### config.mk
export PLATFORM = sky130hd
export DESIGN_NAME = life_row_stream_b3s23
export DESIGN_NICKNAME = d
export VERILOG_FILES = /design/src/hw/rtl/lrs_pkg.sv /design/src/hw/rtl/lrs_lane.sv /design/src/hw/rtl/lrs_merge.sv /design/src/hw/rtl/life_row_stream_b3s23.sv
export SDC_FILE = /design/constraint.sdc
export NUM_CORES = 1
export LEC_CHECK = 0
export BUFFER_PORTS_ARGS = -buffer_cell sky130_fd_sc_hd__clkbuf_2
export CAP_MARGIN = 40
export CORE_MARGIN = 5
export CORE_UTILIZATION = 55
export CTS_CLUSTER_SIZE = 24
export DETAILED_ROUTE_END_ITERATION = 12
export PLACE_DENSITY_LB_ADDON = 0.05
export SLEW_MARGIN = 20
export SYNTH_ARGS = -nofsm -noshare
export SYNTH_HDL_FRONTEND = slang
export SYNTH_SLANG_ARGS = --single-unit
export TNS_END_PERCENT = 100
### constraint.sdc
create_clock -name aclk -period 6 [get_ports aclk]
set_input_delay 0.3 -clock aclk [delete_from_list [all_inputs] [get_ports aclk]]
set_output_delay 0.3 -clock aclk [all_outputs]
set_load 0.02 [all_outputs]
### src/hw/rtl/lrs_pkg.sv
// ----------------------------------------------------------------------------
// lrs_pkg: shared constants and types for the Life row stream block
// Tile geometry, lane split, stream widths and the result tag type.
// ----------------------------------------------------------------------------
package lrs_pkg;

    // Tile edge length in cells (8 to 64)
    localparam int TILE_SIZE  = 64;
    // Fixed field widths of the stream payloads
    localparam int ROW_W      = 64;
    localparam int IDX_W      = 6;
    localparam int S_TDATA_W  = 72;
    localparam int M_TDATA_W  = 72;

    // Lane split: each lane evaluates LANE_W adjacent cells
    localparam int NUM_LANES  = 8;
    localparam int LANE_W     = (TILE_SIZE + NUM_LANES - 1) / NUM_LANES;
    localparam int PAD_W      = NUM_LANES * LANE_W;
    // Stored row: west bit, cells, east bit, zero padding above
    localparam int EXT_W      = PAD_W + 2;

    // Rows per frame: south halo, tile rows, north halo
    localparam int FRAME_ROWS = TILE_SIZE + 2;
    localparam int SEEN_W     = $clog2(FRAME_ROWS + 1);

    // Neighbor count width (0..8)
    localparam int CNT_W      = 4;

    typedef struct packed {
        logic [IDX_W-1:0] row_index;
        logic             last_row;
    } lrs_tag_t;

endpackage

### src/hw/rtl/lrs_lane.sv
// ----------------------------------------------------------------------------
// lrs_lane: B3/S23 rule for one slice of adjacent cells
// Counts the eight neighbors of each cell in the slice and applies the rule.
// Each row input carries the slice plus one cell on either side.
// ----------------------------------------------------------------------------
module lrs_lane (
    input  logic [lrs_pkg::LANE_W+1:0] south_bits,
    input  logic [lrs_pkg::LANE_W+1:0] mid_bits,
    input  logic [lrs_pkg::LANE_W+1:0] north_bits,
    output logic [lrs_pkg::LANE_W-1:0] next_bits
);

    logic [lrs_pkg::CNT_W-1:0] cnt [lrs_pkg::LANE_W];

    always_comb begin
        for (int i = 0; i < lrs_pkg::LANE_W; i++) begin
            // bit i is the west neighbor, bit i+1 the cell itself, bit i+2 the east
            cnt[i] = lrs_pkg::CNT_W'(south_bits[i]) + lrs_pkg::CNT_W'(south_bits[i+1])
                   + lrs_pkg::CNT_W'(south_bits[i+2]) + lrs_pkg::CNT_W'(mid_bits[i])
                   + lrs_pkg::CNT_W'(mid_bits[i+2]) + lrs_pkg::CNT_W'(north_bits[i])
                   + lrs_pkg::CNT_W'(north_bits[i+1]) + lrs_pkg::CNT_W'(north_bits[i+2]);
            next_bits[i] = (cnt[i] == lrs_pkg::CNT_W'(3))
                         || (mid_bits[i+1] && (cnt[i] == lrs_pkg::CNT_W'(2)));
        end
    end

endmodule

### src/hw/rtl/lrs_merge.sv
// ----------------------------------------------------------------------------
// lrs_merge: joins the lane results into one output item
// Concatenates the lane slices, trims the padding above the tile and holds
// the item in an output register backed by a skid register.
// ----------------------------------------------------------------------------
module lrs_merge (
    input  logic                                           aclk,
    input  logic                                           aresetn,
    input  logic [lrs_pkg::NUM_LANES-1:0][lrs_pkg::LANE_W-1:0] lane_bits,
    input  lrs_pkg::lrs_tag_t                              in_tag,
    input  logic                                           in_valid,
    output logic                                           in_ready,
    output logic                                           m_tvalid,
    input  logic                                           m_tready,
    output logic [lrs_pkg::M_TDATA_W-1:0]                  m_tdata, // next_row, row_index
    output logic                                           m_tlast  // last_row
);

    typedef struct packed {
        logic [lrs_pkg::ROW_W-1:0] next_row;
        lrs_pkg::lrs_tag_t         tag;
    } lrs_item_t;

    logic [lrs_pkg::PAD_W-1:0] flat;
    lrs_item_t                 in_item;
    lrs_item_t                 main_reg, main_next;
    lrs_item_t                 skid_reg, skid_next;
    logic                      main_valid_reg, main_valid_next;
    logic                      skid_valid_reg, skid_valid_next;
    logic                      push, pop;

    assign flat             = lane_bits;
    assign in_item.next_row = lrs_pkg::ROW_W'(flat[lrs_pkg::TILE_SIZE-1:0]);
    assign in_item.tag      = in_tag;

    assign in_ready = !skid_valid_reg;
    assign push     = in_valid && in_ready;
    assign pop      = main_valid_reg && m_tready;

    always_comb begin
        main_next       = main_reg;
        skid_next       = skid_reg;
        main_valid_next = main_valid_reg;
        skid_valid_next = skid_valid_reg;
        if (pop) begin
            if (skid_valid_reg) begin
                main_next       = skid_reg;
                skid_valid_next = 1'b0;
            end else begin
                main_valid_next = 1'b0;
            end
        end
        if (push) begin
            // skid is empty here; park the item only if the output stays busy
            if (main_valid_reg && !pop) begin
                skid_next       = in_item;
                skid_valid_next = 1'b1;
            end else begin
                main_next       = in_item;
                main_valid_next = 1'b1;
            end
        end
    end

    always_ff @(posedge aclk) begin
        if (!aresetn) begin
            main_valid_reg <= 1'b0;
            skid_valid_reg <= 1'b0;
        end else begin
            main_valid_reg <= main_valid_next;
            skid_valid_reg <= skid_valid_next;
        end
        main_reg <= main_next;
        skid_reg <= skid_next;
    end

    assign m_tvalid = main_valid_reg;
    assign m_tdata  = {(lrs_pkg::M_TDATA_W - lrs_pkg::ROW_W - lrs_pkg::IDX_W)'(0),
                       main_reg.tag.row_index, main_reg.next_row};
    assign m_tlast  = main_reg.tag.last_row;

`ifndef NO_ASSERTIONS
    a_skid_needs_main: assert property (@(posedge aclk) disable iff (!aresetn)
        skid_valid_reg |-> main_valid_reg)
        else $error("skid register holds an item while the output register is empty");

    a_stall_parks: assert property (@(posedge aclk) disable iff (!aresetn)
        (push && main_valid_reg && !m_tready) |=> (skid_valid_reg && main_valid_reg))
        else $error("item taken during an output stall was not parked");

    a_skid_drains: assert property (@(posedge aclk) disable iff (!aresetn)
        (skid_valid_reg && m_tready) |=> (main_valid_reg && !skid_valid_reg))
        else $error("skid register did not move into the output register");
`endif

endmodule

### src/hw/rtl/life_row_stream_b3s23.sv
// ----------------------------------------------------------------------------
// life_row_stream_b3s23: one Life generation (B3/S23) of a tile, row by row
// Keeps a two-row window and evaluates the middle row in parallel lanes.
// ----------------------------------------------------------------------------
// Send each frame as TILE_SIZE+2 rows from south to north: a south halo row
// (tagged with frame_start in s_tuser), the tile rows, then a north halo row;
// feed zeros for a missing neighbor tile. Rows may follow back to back while
// s_tready stays high. From the third row of a frame on, each row yields one
// output item holding the next generation of the row before it; the item is
// registered in the output register, or in the skid register while the output
// is held up. Rows after the north halo are dropped until the next frame_start.
// The first row after reset starts a frame even without frame_start.
// The output has a skid register, so s_tready only drops after two items
// are held up by m_tready.
module life_row_stream_b3s23 (
    input  logic                          aclk,
    input  logic                          aresetn,
    input  logic                          s_tvalid,
    output logic                          s_tready,
    input  logic [lrs_pkg::S_TDATA_W-1:0] s_tdata,  // row_bits, east_bit, west_bit
    input  logic                          s_tuser,  // frame_start
    output logic                          m_tvalid,
    input  logic                          m_tready,
    output logic [lrs_pkg::M_TDATA_W-1:0] m_tdata,  // next_row, row_index
    output logic                          m_tlast   // last_row
);

    logic [lrs_pkg::EXT_W-1:0]  older_reg, older_next;
    logic [lrs_pkg::EXT_W-1:0]  middle_reg, middle_next;
    logic [lrs_pkg::EXT_W-1:0]  cur_row;
    logic [lrs_pkg::SEEN_W-1:0] rows_seen_reg, rows_seen_next;
    logic [lrs_pkg::SEEN_W-1:0] seen_eff;
    logic [lrs_pkg::SEEN_W-1:0] idx;
    logic                       accept, live, emit;
    lrs_pkg::lrs_tag_t          tag;
    logic [lrs_pkg::NUM_LANES-1:0][lrs_pkg::LANE_W-1:0] lane_bits;

    // Widened row: west bit at 0, cells from 1, east bit just above the tile
    always_comb begin
        cur_row                          = '0;
        cur_row[0]                       = s_tdata[lrs_pkg::ROW_W+1];
        cur_row[lrs_pkg::TILE_SIZE:1]    = s_tdata[lrs_pkg::TILE_SIZE-1:0];
        cur_row[lrs_pkg::TILE_SIZE+1]    = s_tdata[lrs_pkg::ROW_W];
    end

    assign accept   = s_tvalid && s_tready;
    assign seen_eff = s_tuser ? '0 : rows_seen_reg;
    assign live     = seen_eff < lrs_pkg::SEEN_W'(lrs_pkg::FRAME_ROWS);
    assign emit     = live && (seen_eff >= lrs_pkg::SEEN_W'(2));
    assign idx      = seen_eff - lrs_pkg::SEEN_W'(2);

    assign tag.row_index = lrs_pkg::IDX_W'(idx);
    assign tag.last_row  = (idx == lrs_pkg::SEEN_W'(lrs_pkg::TILE_SIZE - 1));

    always_comb begin
        older_next     = older_reg;
        middle_next    = middle_reg;
        rows_seen_next = rows_seen_reg;
        if (accept && live) begin
            older_next     = middle_reg;
            middle_next    = cur_row;
            rows_seen_next = seen_eff + lrs_pkg::SEEN_W'(1);
        end
    end

    always_ff @(posedge aclk) begin
        if (!aresetn) begin
            rows_seen_reg <= '0;
        end else begin
            rows_seen_reg <= rows_seen_next;
        end
        older_reg  <= older_next;
        middle_reg <= middle_next;
    end

    for (genvar l = 0; l < lrs_pkg::NUM_LANES; l++) begin : g_lane
        lrs_lane u_lane (
            .south_bits (older_reg[l*lrs_pkg::LANE_W +: lrs_pkg::LANE_W+2]),
            .mid_bits   (middle_reg[l*lrs_pkg::LANE_W +: lrs_pkg::LANE_W+2]),
            .north_bits (cur_row[l*lrs_pkg::LANE_W +: lrs_pkg::LANE_W+2]),
            .next_bits  (lane_bits[l])
        );
    end

    lrs_merge u_merge (
        .aclk      (aclk),
        .aresetn   (aresetn),
        .lane_bits (lane_bits),
        .in_tag    (tag),
        .in_valid  (s_tvalid && emit),
        .in_ready  (s_tready),
        .m_tvalid  (m_tvalid),
        .m_tready  (m_tready),
        .m_tdata   (m_tdata),
        .m_tlast   (m_tlast)
    );

`ifndef NO_ASSERTIONS
    a_seen_bound: assert property (@(posedge aclk) disable iff (!aresetn)
        rows_seen_reg <= lrs_pkg::SEEN_W'(lrs_pkg::FRAME_ROWS))
        else $error("row counter ran past the frame length");

    a_out_from_accept: assert property (@(posedge aclk) disable iff (!aresetn)
        $rose(m_tvalid) |-> $past(accept))
        else $error("output item appeared without an input item");

    a_last_index: assert property (@(posedge aclk) disable iff (!aresetn)
        (m_tvalid && m_tlast) |->
            (m_tdata[lrs_pkg::ROW_W +: lrs_pkg::IDX_W] == lrs_pkg::IDX_W'(lrs_pkg::TILE_SIZE-1)))
        else $error("last row flag on a row other than the northmost");
`endif

endmodule
==> reports/metrics.csv <==
metric;value;unit
status;finished clean;
slew_violations;0;
yosysSeqAreaShare;36.1;%
antenna_found_initial;2;
finalSetupViolCount;0;
start_util;55.5;%
r2r_slack;2530;ps
port_buffers;143;
core_area;38500;sq um
gr-usage-all-layers;20.0;%
synth_edf_count;203;
ys_ff_latch;283;
ff2ff_path_depth;12;
cts_tree;done;
powerDensity;299;nW/um^2
clk_latency;540;ps
vias;13100;
cp_max_fo;3;
die_width;207;microns
ys_types;46;
rows;72;
layout-drive-gt1-share;10.0;%
synth_most_common_cell;inv_1;
synth_top_area_share;28.6;%
drtAntennaViolNets;0;
power.leakage;0.0124;uW
crit_cells;12;
fin_skew;15.7;ps
drt_iter0_markers;368;
clkSinkCount;283;
wire_per_inst;15.3;microns
fin_crit;3470;ps
reg2reg_to;u_merge.m_tdata[61];
rr_startpoint;older_reg[61];
drt_pass1_iterations;5;
hp-class;in -> reg;
synth_commonest_cells;inv_1 (590), fa_1 (256), edfxtp_1 (203);
drcViolationCount;0;
die_area;42800;sq um
place_congestion;0.803;
synth.cell_area;21300;sq um
nFillCells;3156;
pre_cts_slack;2270;ps
drv_cap;0;
rsz0062_at_grt;no;
worst-setup-path-type;reg -> reg;
startpoint;older_reg[61];
path_delay_family;adder cells;
max_stage_delay;490;ps
cts_setup_buffers;0;
overflow;0;
postSynthAreaPerCell;11.4;sq um
clk_pin_slew;60;ps
crit_buf_inv;3;
synth_top_area_cell;edfxtp_1;
synthTopCellsByArea;edfxtp_1 (29%), fa_1 (24%), ha_1 (12%);
grt_pass1_vias;14300;
drt-total-wl;40.5;mm
crit_arrival;3940;ps
cp_common_cell;fa_1;
synthCells;1875;
async_flop_share;0;%
power;7290;uW
grt_pass1_wl;68.4;mm
fin_crit_sh;57.9;%
startpoint_type;flip-flop;
setup_slack;2530;ps
synthToLayoutAreaGrowth;14.4;%
die_y;207;microns
grt_max_degree;69;
synth_flop_cell;edfxtp_1;
fmax;288;MHz
cp_cell_sequence;ha_1 > inv_1 > fa_1 > fa_1 > inv_1 > fa_1 > inv_1 > fa_1 > a211oi_1 > mux2i_1 > or3_1 > mux2i_1;
largest_register_ffs;71;
slew_headroom;52.7;%
numCtsBuffers;35;
multi_input_area;11300;sq um
ys_warn_count;0;
routed_via_density;4.95;
end_kind;flip-flop;
register_area;7700;sq um
root_buffer;clkbuf_16;
finalHoldViolations;0;
peakVddDrop;0.000277;V
crit_end;u_merge.m_tdata[61];
setup_tns;0;ps
nets;2624;
worst_pin_slew;700;ps
cpMaxStageDelayCell;fa_1;
h-tree-depth;2;
clk_path_buf_depth;3;
cp.required;6470;ps
ioPinCount;152;
dp_hpwl;32.1;mm
## worst register-to-register path, delay by kind of cell, from the launching register on
family,cells,cell delay [ps]
DFF,1,460
buffers and inverters,3,210
AOI/OAI and AO/OA,1,260
muxes,2,260
and+or+nand+nor,1,420
adders and majority gates,5,1810
## cell type report
type                       count  area share (%)
sequential                   283            31.5
clock inverter                10           0.502
inverter                     590            9.09
timing repair buffer         203            5.60
antenna                        2          0.0205
clock buffer                  53            4.20
multi-input combinational    981            46.4
tap                          518            2.66
## power by group
group | switching [uW] | total, uW | internal [uW] | leakage (uW)
combinational | 1460 | 2550 | 1090 | 0.00922
sequential | 176 | 2590 | 2420 | 0.00259
clock | 836 | 2140 | 1310 | 0.000564
## logic make-up (layout without fill, tap and decap cells)
group,Yosys count,in the layout,synth area share [%]
compound gates,99,99,3.12
xor+xnor,1,1,0.0411
fa+ha+maj,453,453,35.6
buf+inv,612,856,10.9
flops,283,283,36.1
mux,175,175,8.28
other cells,1,4,0.0176
simple gates,251,251,5.95
## per-layer routing
metal	global-route usage (%)	part of all wire (%)	vias up
met5	0	0	-
li1	-	-	6358
met2	35.6	51	171
met3	3.72	4.0	54
met4	4.60	2.1	0
met1	25.6	43	6490
## worst min-delay path by stage
stage / slack (ps) / depth (start not counted) / endpoint / start
after floorplan: 400 / 0 / middle_reg[0] / s_tdata[65]
after global placement: 430 / 0 / older_reg[0] / middle_reg[0]
after detailed placement: 450 / 0 / older_reg[65] / middle_reg[65]
after CTS: 0.3 / 1 / middle_reg[16] / s_tdata[15]
after global routing: 6 / 1 / middle_reg[16] / s_tdata[15]
final: 20 / 1 / middle_reg[13] / s_tdata[12]
## cells in the final DEF (no fill, tap or decap), types with 3 or more instances in the layout
master | netlist | layout
o211ai_1 | 3 | 3
dfxtp_1 | 80 | 80
nand2b_1 | 4 | 4
edfxtp_1 | 203 | 203
o21ai_0 | 6 | 6
bufinv_16 | 0 | 3
clkbuf_2 | 0 | 143
nor3_1 | 3 | 3
buf_4 | 2 | 5
clkbuf_1 | 9 | 12
a21oi_1 | 17 | 17
or3_1 | 63 | 63
clkbuf_16 | 0 | 37
clkbuf_8 | 0 | 4
nand2_1 | 33 | 33
buf_16 | 0 | 3
a211oi_1 | 34 | 34
nor2b_1 | 40 | 40
mux2_2 | 4 | 4
a31oi_1 | 27 | 27
o41ai_1 | 3 | 3
mux2i_1 | 169 | 169
ha_1 | 197 | 197
dlygate4sd3_1 | 0 | 51
nor2_1 | 93 | 93
inv_1 | 590 | 589
clkinv_2 | 0 | 5
fa_1 | 256 | 256
## stage by stage
step / std cells / hold WS [ps] / util [%] / area (sq um)
floorplan: 1876 / 399 / - / 21300
global route: 2640 / 6.41 / 63.5 / 24400
finish: 2640 / 23.7 / 63.5 / 24400
CTS: 2638 / 0.342 / 63.4 / 24400
global placement: 2520 / 434 / 58.9 / 22600
detailed placement: 2524 / 447 / 59.1 / 22700
## repair_timing
action / 4_1_cts / 5_1_grt
hold buffers: 51 / 0
gates resized for setup: 0 / 0
endpoints found under the hold margin: 51 / 0
No activity file was read; power rests on OpenSTA's default activity.
